<file path="config.mk">
export PLATFORM = sky130hd
export DESIGN_NAME = javascript_lexer
export DESIGN_NICKNAME = d
export VERILOG_FILES = /design/src/hdl/jsl_pkg.sv /design/src/hdl/jsl_kwmatch.sv /design/src/hdl/jsl_scan.sv /design/src/hdl/jsl_outq.sv /design/src/hdl/javascript_lexer.sv
export VERILOG_INCLUDE_DIRS = /design/src /design/src/hdl
export SDC_FILE = /design/constraint.sdc
export NUM_CORES = 2
export LEC_CHECK = 0
export BUFFER_PORTS_ARGS = -buffer_cell sky130_fd_sc_hd__buf_2
export CORE_MARGIN = 2
export CORE_UTILIZATION = 45
export DETAILED_ROUTE_END_ITERATION = 10
export PLACE_DENSITY_LB_ADDON = 0.15
export REMOVE_ABC_BUFFERS = 1
export SLEW_MARGIN = 25
export SYNTH_ARGS = -nofsm -noshare
export SYNTH_HDL_FRONTEND = slang
export SYNTH_SLANG_ARGS = --single-unit
export TNS_END_PERCENT = 100
</file>
<file path="constraint.sdc">
create_clock -name clk -period 5.6 [get_ports clk]
set_input_delay 0.56 -clock clk [delete_from_list [all_inputs] [get_ports clk]]
set_output_delay 0.56 -clock clk [all_outputs]
set_load 0.01 [all_outputs]
</file>
<file path="src/hdl/assert_macros.svh">
// ---------------------------------------------------------------------------
// Assertion macros for the lexer RTL
// ---------------------------------------------------------------------------
`ifndef ASSERT_MACROS_SVH
`define ASSERT_MACROS_SVH
`ifndef NO_ASSERTIONS
`define JSL_ASSERT(lbl, prop, msg) \
  lbl: assert property (@(posedge clk) disable iff (rst) prop) else $error(msg);
`define JSL_NEVER(lbl, expr, msg) \
  lbl: assert property (@(posedge clk) disable iff (rst) !(expr)) else $error(msg);
`else
`define JSL_ASSERT(lbl, prop, msg)
`define JSL_NEVER(lbl, expr, msg)
`endif
`endif

</file>
<file path="src/hdl/jsl_pkg.sv">
// ---------------------------------------------------------------------------
// jsl_pkg
// Types, codes and the keyword table of the lexer.
// ---------------------------------------------------------------------------
package jsl_pkg;

  localparam int KW_COUNT = 25;
  localparam int KW_THIS = 17;
  localparam int KW_SLOT = 16;
  localparam logic [23:0] MAX24 = 24'hFFFFFF;

  typedef enum logic [3:0] {
    M_IDLE, M_IDENT, M_NUMBER, M_STRING, M_SLASH,
    M_SLASHSTAR, M_BLOCK, M_LINE, M_REGEX, M_FLAGS
  } mode_t;

  typedef enum logic [2:0] {
    K_IDENT = 3'd0, K_KEYWORD = 3'd1, K_NUMBER = 3'd2, K_STRING = 3'd3,
    K_OPERATOR = 3'd4, K_REGEX = 3'd5, K_DOC = 3'd6
  } kind_t;

  typedef struct packed {
    kind_t       kind;
    logic [4:0]  kw;
    logic [23:0] off;
    logic [23:0] len;
    logic [7:0]  op;
    logic [23:0] line;
    logic        last;
  } tok_t;

  localparam logic [KW_SLOT*8-1:0] KW_TEXT [KW_COUNT] = '{
    "break", "case", "catch", "continue", "default", "delete", "do", "else",
    "finally", "for", "function", "if", "in", "instanceof", "new", "return",
    "switch", "this", "throw", "try", "typeof", "var", "void", "while", "with"
  };
  localparam int KW_LEN [KW_COUNT] = '{
    5, 4, 5, 8, 7, 6, 2, 4, 7, 3, 8, 2, 2, 10, 3, 6, 6, 4, 5, 3, 6, 3, 4, 5, 4
  };

  // byte k of keyword w, zero past its end
  function automatic logic [7:0] kw_char(input int w, input int k);
    logic [7:0] c;
    c = 8'd0;
    if (k < KW_LEN[w]) c = KW_TEXT[w][(KW_LEN[w]-1-k)*8 +: 8];
    return c;
  endfunction

endpackage

</file>
<file path="src/hdl/jsl_kwmatch.sv">
// ---------------------------------------------------------------------------
// jsl_kwmatch
// Parallel compare of the identifier buffer against all keywords.
// ---------------------------------------------------------------------------
module jsl_kwmatch #(
  parameter int KEYWORD_MAX_LEN = 10
) (
  input  logic [7:0] ibuf [KEYWORD_MAX_LEN],
  input  logic       overlong,
  output logic       hit,
  output logic [4:0] idx
);

  always_comb begin
    logic same;
    hit = 1'b0;
    idx = 5'd0;
    for (int w = jsl_pkg::KW_COUNT - 1; w >= 0; w--) begin
      same = 1'b1;
      for (int k = 0; k < KEYWORD_MAX_LEN; k++) begin
        if (ibuf[k] != jsl_pkg::kw_char(w, k)) same = 1'b0;
      end
      if (same && !overlong) begin
        hit = 1'b1;
        idx = 5'(w);
      end
    end
  end

endmodule

</file>
<file path="src/hdl/jsl_scan.sv">
// ---------------------------------------------------------------------------
// jsl_scan
// Scanner state and the per-byte next-state logic; yields up to two tokens.
// ---------------------------------------------------------------------------
module jsl_scan #(
  parameter int OFFSET_BITS = 24,
  parameter int KEYWORD_MAX_LEN = 10
) (
  input  logic             clk,
  input  logic             rst,
  input  logic             accept,
  input  logic [7:0]       data_byte,
  input  logic             end_marker,
  output jsl_pkg::tok_t    rec0,
  output jsl_pkg::tok_t    rec1,
  output logic [1:0]       nrec
);

  localparam int OB = OFFSET_BITS;
  localparam int LW = OFFSET_BITS + 1;
  localparam int CW = $clog2(KEYWORD_MAX_LEN + 1);

  jsl_pkg::mode_t mode, mode_next;
  logic          regex_allowed, regex_allowed_next;
  logic [OB-1:0] byte_position, byte_position_next;
  logic [OB-1:0] token_start, token_start_next;
  logic [23:0]   newline_total, newline_total_next;
  logic [23:0]   doc_line, doc_line_next;
  logic [7:0]    ibuf [KEYWORD_MAX_LEN];
  logic [7:0]    ibuf_next [KEYWORD_MAX_LEN];
  logic [CW-1:0] icount, icount_next;
  logic          overlong, overlong_next;
  logic          dot_seen, dot_seen_next;
  logic          esc, esc_next;
  logic          in_class, in_class_next;
  logic          star_seen, star_seen_next;
  logic          is_doc, is_doc_next;
  logic          quote_kind, quote_kind_next;
  logic [7:0]    prev_byte, prev_byte_next;

  logic          kw_hit;
  logic [4:0]    kw_idx;

  jsl_kwmatch #(.KEYWORD_MAX_LEN(KEYWORD_MAX_LEN)) u_kw (
    .ibuf(ibuf), .overlong(overlong), .hit(kw_hit), .idx(kw_idx)
  );

  function automatic logic [23:0] sat24(input logic [LW-1:0] v);
    return (33'(v) > 33'(jsl_pkg::MAX24)) ? jsl_pkg::MAX24 : 24'(v);
  endfunction

  function automatic jsl_pkg::tok_t mk(input jsl_pkg::kind_t k, input logic [4:0] w,
                                       input logic [LW-1:0] o, input logic [LW-1:0] l,
                                       input logic [7:0] op, input logic [23:0] ln);
    jsl_pkg::tok_t t;
    t.kind = k;
    t.kw   = w;
    t.off  = 24'(o);
    t.len  = sat24(l);
    t.op   = op;
    t.line = ln;
    t.last = 1'b0;
    return t;
  endfunction

  logic          b_alpha, b_digit, b_quote, b_ws;
  logic [LW-1:0] span, start_w;
  logic          a_v, b_v, idle_go;
  jsl_pkg::tok_t a_t, b_t, close_t;

  always_comb begin
    b_alpha = (data_byte >= "a" && data_byte <= "z") || (data_byte >= "A" && data_byte <= "Z")
              || data_byte == "_" || data_byte == "$";
    b_digit = data_byte >= "0" && data_byte <= "9";
    b_quote = data_byte == "\"" || data_byte == "'";
    b_ws    = data_byte == " " || data_byte == "\n" || data_byte == "\r" || data_byte == "\t";
    span    = {1'b0, byte_position - token_start};
    start_w = {1'b0, token_start};
    close_t = kw_hit ? mk(jsl_pkg::K_KEYWORD, kw_idx, start_w, span, 8'd0, 24'd0)
                     : mk(jsl_pkg::K_IDENT, 5'd0, start_w, span, 8'd0, 24'd0);
  end

  always_comb begin
    logic [LW-1:0] adj;
    mode_next = mode;
    regex_allowed_next = regex_allowed;
    byte_position_next = byte_position;
    token_start_next = token_start;
    newline_total_next = newline_total;
    doc_line_next = doc_line;
    ibuf_next = ibuf;
    icount_next = icount;
    overlong_next = overlong;
    dot_seen_next = dot_seen;
    esc_next = esc;
    in_class_next = in_class;
    star_seen_next = star_seen;
    is_doc_next = is_doc;
    quote_kind_next = quote_kind;
    prev_byte_next = prev_byte;
    a_v = 1'b0;
    b_v = 1'b0;
    a_t = close_t;
    b_t = close_t;
    idle_go = 1'b0;
    adj = '0;

    if (end_marker) begin
      unique case (mode)
        jsl_pkg::M_IDENT: a_v = 1'b1;
        jsl_pkg::M_NUMBER: begin
          a_v = 1'b1;
          a_t = mk(jsl_pkg::K_NUMBER, 5'd0, start_w, span, 8'd0, 24'd0);
        end
        jsl_pkg::M_STRING: begin
          adj = (prev_byte == "\"" || prev_byte == "'") ? LW'(2) : LW'(1);
          a_v = 1'b1;
          a_t = mk(jsl_pkg::K_STRING, 5'd0, start_w + LW'(1),
                   (span > adj) ? span - adj : '0, 8'd0, 24'd0);
        end
        jsl_pkg::M_SLASH: begin
          a_v = 1'b1;
          a_t = regex_allowed ? mk(jsl_pkg::K_REGEX, 5'd0, start_w, span, 8'd0, 24'd0)
                              : mk(jsl_pkg::K_OPERATOR, 5'd0, start_w, LW'(1), "/", 24'd0);
        end
        jsl_pkg::M_BLOCK: begin
          a_v = is_doc;
          a_t = mk(jsl_pkg::K_DOC, 5'd0, start_w, span, 8'd0, doc_line);
        end
        jsl_pkg::M_REGEX, jsl_pkg::M_FLAGS: begin
          a_v = 1'b1;
          a_t = mk(jsl_pkg::K_REGEX, 5'd0, start_w, span, 8'd0, 24'd0);
        end
        default: a_v = 1'b0;
      endcase
      mode_next = jsl_pkg::M_IDLE;
      regex_allowed_next = 1'b1;
      byte_position_next = '0;
      token_start_next = '0;
      newline_total_next = '0;
      doc_line_next = 24'd1;
      for (int k = 0; k < KEYWORD_MAX_LEN; k++) ibuf_next[k] = 8'd0;
      icount_next = '0;
      overlong_next = 1'b0;
      dot_seen_next = 1'b0;
      esc_next = 1'b0;
      in_class_next = 1'b0;
      star_seen_next = 1'b0;
      is_doc_next = 1'b0;
      quote_kind_next = 1'b0;
      prev_byte_next = 8'd0;
    end else begin
      unique case (mode)
        jsl_pkg::M_IDENT: begin
          if (b_alpha || b_digit) begin
            if (icount == CW'(KEYWORD_MAX_LEN)) overlong_next = 1'b1;
            else begin
              for (int k = 0; k < KEYWORD_MAX_LEN; k++)
                if (icount == CW'(k)) ibuf_next[k] = data_byte;
              icount_next = icount + CW'(1);
            end
          end else begin
            a_v = 1'b1;
            regex_allowed_next = kw_hit && (kw_idx != 5'(jsl_pkg::KW_THIS));
            idle_go = 1'b1;
          end
        end
        jsl_pkg::M_NUMBER: begin
          if (b_digit) begin
            mode_next = mode;
          end else if (data_byte == "." && !dot_seen) begin
            dot_seen_next = 1'b1;
          end else begin
            a_v = 1'b1;
            a_t = mk(jsl_pkg::K_NUMBER, 5'd0, start_w, span, 8'd0, 24'd0);
            regex_allowed_next = 1'b0;
            idle_go = 1'b1;
          end
        end
        jsl_pkg::M_STRING: begin
          if (esc) esc_next = 1'b0;
          else if (data_byte == "\\") esc_next = 1'b1;
          else if (data_byte == (quote_kind ? 8'h27 : 8'h22)) begin
            a_v = 1'b1;
            a_t = mk(jsl_pkg::K_STRING, 5'd0, start_w + LW'(1),
                     (span != '0) ? span - LW'(1) : '0, 8'd0, 24'd0);
            regex_allowed_next = 1'b1;
            mode_next = jsl_pkg::M_IDLE;
          end
        end
        jsl_pkg::M_SLASH: begin
          if (data_byte == "*") mode_next = jsl_pkg::M_SLASHSTAR;
          else if (data_byte == "/") mode_next = jsl_pkg::M_LINE;
          else if (regex_allowed) begin
            mode_next = jsl_pkg::M_REGEX;
            esc_next = (data_byte == "\\");
            in_class_next = (data_byte == "[");
          end else begin
            a_v = 1'b1;
            a_t = mk(jsl_pkg::K_OPERATOR, 5'd0, start_w, LW'(1), "/", 24'd0);
            regex_allowed_next = 1'b1;
            idle_go = 1'b1;
          end
        end
        jsl_pkg::M_SLASHSTAR: begin
          mode_next = jsl_pkg::M_BLOCK;
          is_doc_next = (data_byte == "*");
          star_seen_next = (data_byte == "*");
          if (data_byte == "*")
            doc_line_next = (newline_total == jsl_pkg::MAX24) ? jsl_pkg::MAX24
                                                              : newline_total + 24'd1;
        end
        jsl_pkg::M_BLOCK: begin
          if (star_seen && data_byte == "/") begin
            a_v = is_doc;
            a_t = mk(jsl_pkg::K_DOC, 5'd0, start_w, span + LW'(1), 8'd0, doc_line);
            is_doc_next = 1'b0;
            star_seen_next = 1'b0;
            mode_next = jsl_pkg::M_IDLE;
          end else star_seen_next = (data_byte == "*");
        end
        jsl_pkg::M_LINE: begin
          if (data_byte == "\n") mode_next = jsl_pkg::M_IDLE;
        end
        jsl_pkg::M_REGEX: begin
          if (esc) esc_next = 1'b0;
          else if (data_byte == "\\") esc_next = 1'b1;
          else if (in_class) begin
            if (data_byte == "]") in_class_next = 1'b0;
          end else if (data_byte == "[") in_class_next = 1'b1;
          else if (data_byte == "/") mode_next = jsl_pkg::M_FLAGS;
        end
        jsl_pkg::M_FLAGS: begin
          if (!(data_byte == "g" || data_byte == "i" || data_byte == "m")) begin
            a_v = 1'b1;
            a_t = mk(jsl_pkg::K_REGEX, 5'd0, start_w, span, 8'd0, 24'd0);
            regex_allowed_next = 1'b1;
            idle_go = 1'b1;
          end
        end
        default: idle_go = 1'b1;
      endcase

      // fresh scan of the byte between tokens
      if (idle_go) begin
        mode_next = jsl_pkg::M_IDLE;
        if (b_alpha) begin
          mode_next = jsl_pkg::M_IDENT;
          token_start_next = byte_position;
          for (int k = 0; k < KEYWORD_MAX_LEN; k++) ibuf_next[k] = 8'd0;
          ibuf_next[0] = data_byte;
          icount_next = CW'(1);
          overlong_next = 1'b0;
        end else if (b_digit) begin
          mode_next = jsl_pkg::M_NUMBER;
          token_start_next = byte_position;
          dot_seen_next = 1'b0;
        end else if (b_quote) begin
          mode_next = jsl_pkg::M_STRING;
          token_start_next = byte_position;
          quote_kind_next = (data_byte == "'");
          esc_next = 1'b0;
        end else if (data_byte == "/") begin
          mode_next = jsl_pkg::M_SLASH;
          token_start_next = byte_position;
        end else if (!b_ws) begin
          b_v = 1'b1;
          b_t = mk(jsl_pkg::K_OPERATOR, 5'd0, {1'b0, byte_position}, LW'(1), data_byte, 24'd0);
          regex_allowed_next = (data_byte != ")" && data_byte != "]");
        end
      end

      prev_byte_next = data_byte;
      if (data_byte == "\n" && newline_total != jsl_pkg::MAX24)
        newline_total_next = newline_total + 24'd1;
      if (byte_position != '1) byte_position_next = byte_position + OB'(1);
    end
  end

  always_comb begin
    rec0 = a_v ? a_t : b_t;
    rec1 = b_t;
    nrec = 2'(a_v) + 2'(b_v);
    rec0.last = !(a_v && b_v);
    rec1.last = 1'b1;
  end

  always_ff @(posedge clk) begin
    if (rst) begin
      mode <= jsl_pkg::M_IDLE;
      regex_allowed <= 1'b1;
      byte_position <= '0;
      token_start <= '0;
      newline_total <= '0;
      doc_line <= 24'd1;
      for (int k = 0; k < KEYWORD_MAX_LEN; k++) ibuf[k] <= 8'd0;
      icount <= '0;
      overlong <= 1'b0;
      dot_seen <= 1'b0;
      esc <= 1'b0;
      in_class <= 1'b0;
      star_seen <= 1'b0;
      is_doc <= 1'b0;
      quote_kind <= 1'b0;
      prev_byte <= 8'd0;
    end else if (accept) begin
      mode <= mode_next;
      regex_allowed <= regex_allowed_next;
      byte_position <= byte_position_next;
      token_start <= token_start_next;
      newline_total <= newline_total_next;
      doc_line <= doc_line_next;
      ibuf <= ibuf_next;
      icount <= icount_next;
      overlong <= overlong_next;
      dot_seen <= dot_seen_next;
      esc <= esc_next;
      in_class <= in_class_next;
      star_seen <= star_seen_next;
      is_doc <= is_doc_next;
      quote_kind <= quote_kind_next;
      prev_byte <= prev_byte_next;
    end
  end

endmodule

</file>
<file path="src/hdl/jsl_outq.sv">
// ---------------------------------------------------------------------------
// jsl_outq
// Four-entry token queue: takes up to two tokens, hands out one per transfer.
// ---------------------------------------------------------------------------
`include "assert_macros.svh"
module jsl_outq (
  input  logic          clk,
  input  logic          rst,
  input  logic          push,
  input  logic [1:0]    npush,
  input  jsl_pkg::tok_t wr0,
  input  jsl_pkg::tok_t wr1,
  input  logic          pop,
  output logic          full2,
  output logic          nonempty,
  output jsl_pkg::tok_t head
);

  jsl_pkg::tok_t mem [4];
  logic [1:0] rd_ptr, wr_ptr;
  logic [2:0] count;
  logic [1:0] nadd;

  assign nadd     = push ? npush : 2'd0;
  assign full2    = count > 3'd2;
  assign nonempty = count != 3'd0;
  assign head     = mem[rd_ptr];

  always_ff @(posedge clk) begin
    if (nadd != 2'd0) mem[wr_ptr] <= wr0;
    if (nadd == 2'd2) mem[wr_ptr + 2'd1] <= wr1;
  end

  always_ff @(posedge clk) begin
    if (rst) begin
      rd_ptr <= '0;
      wr_ptr <= '0;
      count  <= '0;
    end else begin
      wr_ptr <= wr_ptr + nadd;
      if (pop) rd_ptr <= rd_ptr + 2'd1;
      count <= count + 3'(nadd) - 3'(pop);
    end
  end

  `JSL_NEVER(a_no_overflow, count > 3'd4, "token queue overflow")
  `JSL_NEVER(a_pop_empty, pop && count == 3'd0, "pop from empty token queue")
  `JSL_ASSERT(a_count_track, 1'b1 |=> count == $past(count) + 3'($past(nadd)) - 3'($past(pop)), "queue count mismatch")

endmodule

</file>
<file path="src/hdl/javascript_lexer.sv">
// ---------------------------------------------------------------------------
// javascript_lexer
// JavaScript token scanner, one source byte per transfer.
// ---------------------------------------------------------------------------
// Input channel: data_byte / end_marker with in_valid / in_stall. One byte is
// taken per transfer; end_marker closes any open token and restarts offsets
// and line count from zero.
// Output channel: one token record per transfer with out_valid / out_stall;
// last_of_run marks the final token produced by an input byte.
// Throughput: one input byte per cycle while the queue has room. A byte yields
// zero, one or two tokens; tokens leave a four-entry queue at one per cycle
// while out_stall is low. With an empty queue a token is visible on the
// outputs in the cycle after its byte transfer.
// in_stall is high while the queue holds three or more tokens; a stalled
// receiver only fills the queue and never loses a token.
// Reset (rst, synchronous) empties the queue and puts the scanner between
// tokens with regex allowed.
// ---------------------------------------------------------------------------
module javascript_lexer #(
  parameter int OFFSET_BITS = 24,
  parameter int KEYWORD_MAX_LEN = 10
) (
  input  logic        clk,
  input  logic        rst,
  input  logic        in_valid,
  output logic        in_stall,
  input  logic [7:0]  data_byte,
  input  logic        end_marker,
  output logic        out_valid,
  input  logic        out_stall,
  output logic [2:0]  token_kind,
  output logic [4:0]  keyword_index,
  output logic [23:0] value_offset,
  output logic [23:0] value_length,
  output logic [7:0]  operator_byte,
  output logic [23:0] line_number,
  output logic        last_of_run
);

  logic          accept;
  logic [1:0]    nrec;
  jsl_pkg::tok_t rec0, rec1, head;
  logic          full2;

  assign in_stall = full2;
  assign accept   = in_valid && !full2;

  jsl_scan #(.OFFSET_BITS(OFFSET_BITS), .KEYWORD_MAX_LEN(KEYWORD_MAX_LEN)) u_scan (
    .clk(clk), .rst(rst), .accept(accept), .data_byte(data_byte),
    .end_marker(end_marker), .rec0(rec0), .rec1(rec1), .nrec(nrec)
  );

  jsl_outq u_q (
    .clk(clk), .rst(rst), .push(accept), .npush(nrec), .wr0(rec0), .wr1(rec1),
    .pop(out_valid && !out_stall), .full2(full2), .nonempty(out_valid), .head(head)
  );

  assign token_kind    = head.kind;
  assign keyword_index = head.kw;
  assign value_offset  = head.off;
  assign value_length  = head.len;
  assign operator_byte = head.op;
  assign line_number   = head.line;
  assign last_of_run   = head.last;

endmodule
</file>
* Word level (Yosys, flattened, before mapping)
Memories as Yosys holds them, arrays and structs flattened. A register that Yosys moved wholly into a read port is not among the register bits.
Cells that the tools add are included.
** Cells by class
- $add $sub $neg :: 14
- Magnitude comparators :: 12
- Equal/unequal tests :: 137
- Mux-type cells :: 463
- Reductions and logical operators :: 87
** Operators by type and width (count)
- two-way mux 89 bit :: 19
- case mux 89 bit (5 select lines) :: 2
- != test 8 x 7 -> 1 bit, second input constant :: 73
- two-way mux 80 bit :: 6
- two-way mux 24 bit :: 18
- two-way mux 1 bit :: 339
- two-way mux 87 bit :: 2
- two-way mux 5 bit :: 25
- two-way mux 4 bit :: 24
- two-way mux 8 bit :: 11
- > comparator 25 x 24 -> 1 bit, second input constant :: 3
- adder 24 x 1 -> 24 bit, second input constant :: 3
- equality test 8 x 6 -> 1 bit, second input constant :: 9
- nonzero test 8 bit :: 9
- equality test 8 x 7 -> 1 bit, second input constant :: 8
- two-way mux 25 bit :: 2
- != test 24 bit, second input constant :: 2
- logical AND 1 bit :: 36
- equality test 4 x 3 -> 1 bit, second input constant :: 8
- adder 24 x 1 -> 25 bit, second input constant :: 1
- > comparator 24 x 25 -> 1 bit :: 1
- nonzero test 25 bit :: 1
- subtractor 24 x 1 -> 25 bit, second input constant :: 1
- subtractor 24 x 25 -> 25 bit :: 1
- 48 further kinds :: 109
** Word-level totals
- Flip-flop bits (word level) :: 207
- Bits in writable memories :: 356
- Input port bits :: 13
- Output and inout port bits :: 91
- Memories kept :: 1
** Memory list
- u_q.mem :: words 4, bits a word 89, rd ports 1, clocked after Yosys merged registers in 1, wr ports 2, line jsl_outq.sv:19 : jsl_pkg::tok_t mem [4];

* Logic depth before layout (Yosys ltp)
- Word-level depth :: 48
- Gate-level depth with buffers :: 20
- Depth with buffers taken out :: 16

* Cells and area by module
From an unflattened synthesis, not the netlist that was laid out.
** Unflattened totals
- Cells, all modules :: 3494
- Area, all modules :: 35395.2 µm²
** By module, submodules not included
- jsl_outq :: instances 1, cells an instance 916, area an instance 17545.6 µm²
- jsl_scan :: instances 1, cells an instance 2331, area an instance 16246.8 µm²
- jsl_kwmatch :: instances 1, cells an instance 245, area an instance 1575.3 µm²
- javascript_lexer :: instances 1, cells an instance 2, area an instance 27.5 µm²

* Worst setup path before layout
Ideal clock, no wire load.
- Path type :: input to register
- From :: in data_byte[6]
- To :: mem u_q.mem[3][45] (netlist bit) (data pin)
- Library setup time :: 0.150 ns
- Arrival time :: 5.915 ns
- Path slack :: -0.465 ns
- Stages on the path :: 18
- Buffers on the path :: 4
- Path through :: clkbuf_1 > or4b_1 > clkbuf_1 > or4b_1 > and2_1 > a21oi_1 > nand3_1 > o21ai_1 > inv_2 > clkbuf_1 > ha_1 > clkbuf_2 > o21ai_1 > nor2_1 > nor2_1 > inv_1 > a21oi_1 > a21oi_1
** RTL lines
- start: declaration :: line javascript_lexer.sv:27 : input logic [7:0] data_byte,
- end: declaration :: line jsl_outq.sv:19

==> flow_summary.ini <==
[worst_hold_path]
hold_end = u_scan.newline_total[0]$_SDFFE_PP0P_
hold_class = input port to register
hp-start = rst
whs_path_depth = 2

[placement]
dpl_cell_area_sq_mm = 0.0348
pre_cts_slack_ns = 0.236
dp_hpwl_um = 89800
port_buffers = 103
placedCellCount = 4510
place.gp.congestion = 1.02

[status]
status = finished clean

[grt]
grt_pass1_vias = 29700
antenna_found_initial = 0
grt_pass1_wl_um = 186000
grt_max_degree = 96
overflow = 0
gr-usage-all-layers_pct = 32.6

[yosys]
synth.distinct_cells = 109
yosys-top-cells-area = edfxtp_1 23%, dfxtp_1 19%, mux4_2 6.2%
synth_top_area_share_pct = 23.4
synth_compound_area_share_pct = 22.2
synth_cells = 3503
synth_most_common_cell = nor2_1
synth_top_family_by_area = compound AO/OA/AOI/OAI gates
synth_edf_count = 252
synth.largest_area_cell = edfxtp_1
ys_ff_latch = 565
postSynthAreaPerCell_sq_um = 9.24
yosys_warnings = 0
synth-main-ff-cell = dfxtp_1
ys_seq_area_share_pct = 42.7
yosys.area_share.xor_xnor_pct = 2.56
synth_mux_area_share_pct = 6.45
synthTopCellsByCount = 383 x nor2_1, 313 x dfxtp_1, 298 x nand2_1
async_reset_ff_share_pct = 0
synth_area_sq_mm = 0.0324
synth_simple_gate_area_share_pct = 20.5
synth_fa_ha_area_share_pct = 1.73

[floorplanning]
die_x_um = 272
dieHeight_um = 272
ios = 104
rows = 98
dieArea_sq_mm = 0.0741
coreArea_sq_mm = 0.0714
initial_core_util_pct = 45.4

[routing]
wl_per_cell_um = 26.8
top_layer_used = met4
ant_nets = 0
first_pass_iters = 6
viasPerCell = 6.64
drt_iter0_markers = 3100
met1_length_um = 50600
wirelength_um = 124000
drc_errors = 0
vias = 30700
dr_wl_met2_um = 58200
met3_length_um = 9500

[worst_setup_path]
r2r_slack_ns = 0.30
critPathKind = register to register
arrival_ns = 5.68
critPathMaxFanout = 8
reg2reg_depth = 16
crit_path_start_kind = register
rr_endpoint = u_q.mem[2][33]$_DFFE_PP_
r2r-start = u_scan.token_start[0]$_SDFFE_PP0P_
worstPathRequired_ns = 5.98
worstSetupEndpointType = register

[cells_and_area]
diodes = 0
final_cell_area_sq_mm = 0.0368
finalNonFillerCells = 4625
area_delta_synth_final_pct = 13.8
post-route-util_pct = 51.6
fin_nets = 3680
drive_above_1_share_pct = 15.7
fillers = 6627

[power_and_ir_drop]
total_power_mw = 11.5
pwr-share-clk_pct = 34.3
p_comb_share_pct = 25.9
ir_drop_mv = 0.256
pwr_density_cell_mw_per_mm2 = 313
seq_power_share_pct = 39.9
swShare_pct = 32.6
p_sw_mw = 3.77
internal_power_mw = 7.78
p_leak_nw = 12.7

[clock_tree]
cts.sink_count = 565
cts_buffers = 59
clk-insertion-delay-late_ns = 0.69
root_buffer = clkbuf_16
h-tree-depth = 2
cts_tree = yes
clk_path_buf_depth = 3
hold_buffers = 0
clk_pin_slew_ns = 0.07

[sta]
relSlewSlack_pct = 22.3
rsz0062_at_grt = false
fin_crit_sh_pct = 94.6
fin_ws_ns = 0.303
worst_pin_slew_ns = 1.16
setup_tns_ns = 0
drv_slew = 0
setup_viol = 0
fin_worst_skew_ns = 0.0601
fmax_mhz = 189
hold_viol_final = 0
holdWs_ns = 0.282
finalWorstPathRequiredPeriod_ns = 5.30

[job]
maxCapViolations = 0
## area by class of cell
cell class                 instances  area, sq um  share of cell area, %
sequential                       565        13800                   37.6
multi-input combinational       2617        17400                   47.2
clock buffer                      82         1610                   4.38
inverter                          69          260                  0.707
timing repair buffer             312         2220                   6.02
tap                              950         1190                   3.23
clock inverter                    30          337                  0.914
## worst max path at each step
stage,start,end
3_3_place_gp,u_scan.token_start[0]$_SDFFE_PP0P_,u_q.mem[0][52]$_DFFE_PP_
2_1_floorplan,data_byte[6],u_q.mem[1][45]$_DFFE_PP_
6_report,u_scan.token_start[0]$_SDFFE_PP0P_,u_q.mem[2][33]$_DFFE_PP_
5_1_grt,u_scan.byte_position[0]$_SDFFE_PP0P_,u_q.mem[0][41]$_DFFE_PP_
4_1_cts,u_scan.token_start[0]$_SDFFE_PP0P_,u_q.mem[2][52]$_DFFE_PP_
3_5_place_dp,u_scan.token_start[0]$_SDFFE_PP0P_,u_q.mem[2][52]$_DFFE_PP_
## per-layer routing
metal  global-route usage, %  vias to the layer above
li1                        -                    13700
met1                    42.8                    15200
met2                    53.6                     1520
met3                    5.10                      300
met4                    13.8                        0
met5                       0                        -
## layout by cell type (no fill, tap or decap), types with 15 or more instances in the layout
cell / count
nand2_1: 298
nor2b_1: 19
o22ai_1: 171
and2_1: 40
a31oi_1: 24
mux4_2: 89
nor3_1: 66
nor3b_1: 34
dfxtp_1: 311
or3_1: 42
xnor2_1: 50
clkbuf_16: 60
and3_1: 49
nor2_1: 379
nand4b_1: 15
nor4_1: 38
edfxtp_1: 252
buf_4: 199
ha_1: 40
o221ai_1: 15
buf_2: 102
a21oi_1: 258
a211oi_1: 32
a21o_1: 17
o211ai_1: 34
nand4_1: 61
nand3_1: 90
or2_2: 16
or4_1: 20
nand2b_1: 31
o21ai_0: 191
xor2_1: 38
nand3b_1: 19
a22o_1: 107
a22oi_1: 77
inv_1: 62
clkbuf_1: 19
## registers in the layout (all words and copies together) (netlist names), 2 cells and up, named ones only
signal	flops
u_scan.newline_total	24
u_scan.ibuf	80
u_q.wr_ptr	2
u_scan.prev_byte	8
u_q.rd_ptr	2
u_scan.doc_line	24
u_q.count	3
u_scan.icount	4
u_scan.byte_position	24
u_scan.token_start	24
u_scan.mode	4
u_q.mem	356
## cells by family after synthesis
kind of cell / after synthesis
XOR/XNOR: 92
multiplexers: 97
flip-flops: 565
adder cells (fa/ha/maj): 43
AO/OA/AOI/OAI: 1083
buffers and inverters: 321
AND/OR/NAND/NOR: 1302
## timing repair
item	in CTS	in global routing
buffers inserted	0	3
endpoints found under the setup margin	0	18
gates resized for setup	0	3
## power groups by stage
stage | clock network [mW] | registers (mW) | logic, mW
finish | 3.95 | 4.60 | 2.99
global route | 4.18 | 4.63 | 3.17
CTS | 4.01 | 4.61 | 2.95
detailed placement | 0 | 4.70 | 2.94
global placement | 0 | 4.69 | 2.96
floorplan | 0 | 4.72 | 1.66
## worst max-delay path, stage by stage (launching register included)
cell and delay, ns:
dfxtp_1 0.48, ha_1 0.22, inv_1 0.06, fa_1 0.43, a21o_1 0.25, a221oi_4 0.43
o31ai_4 0.15, xor2_1 0.28, or3_1 0.45, or4_1 0.61, nor4_2 0.26, a21oi_1 0.21
and2_4 0.21, a211oi_1 0.31, o22ai_1 0.22, buf_4 0.22, a22o_1 0.21
(Power assumes the default switching activity.)
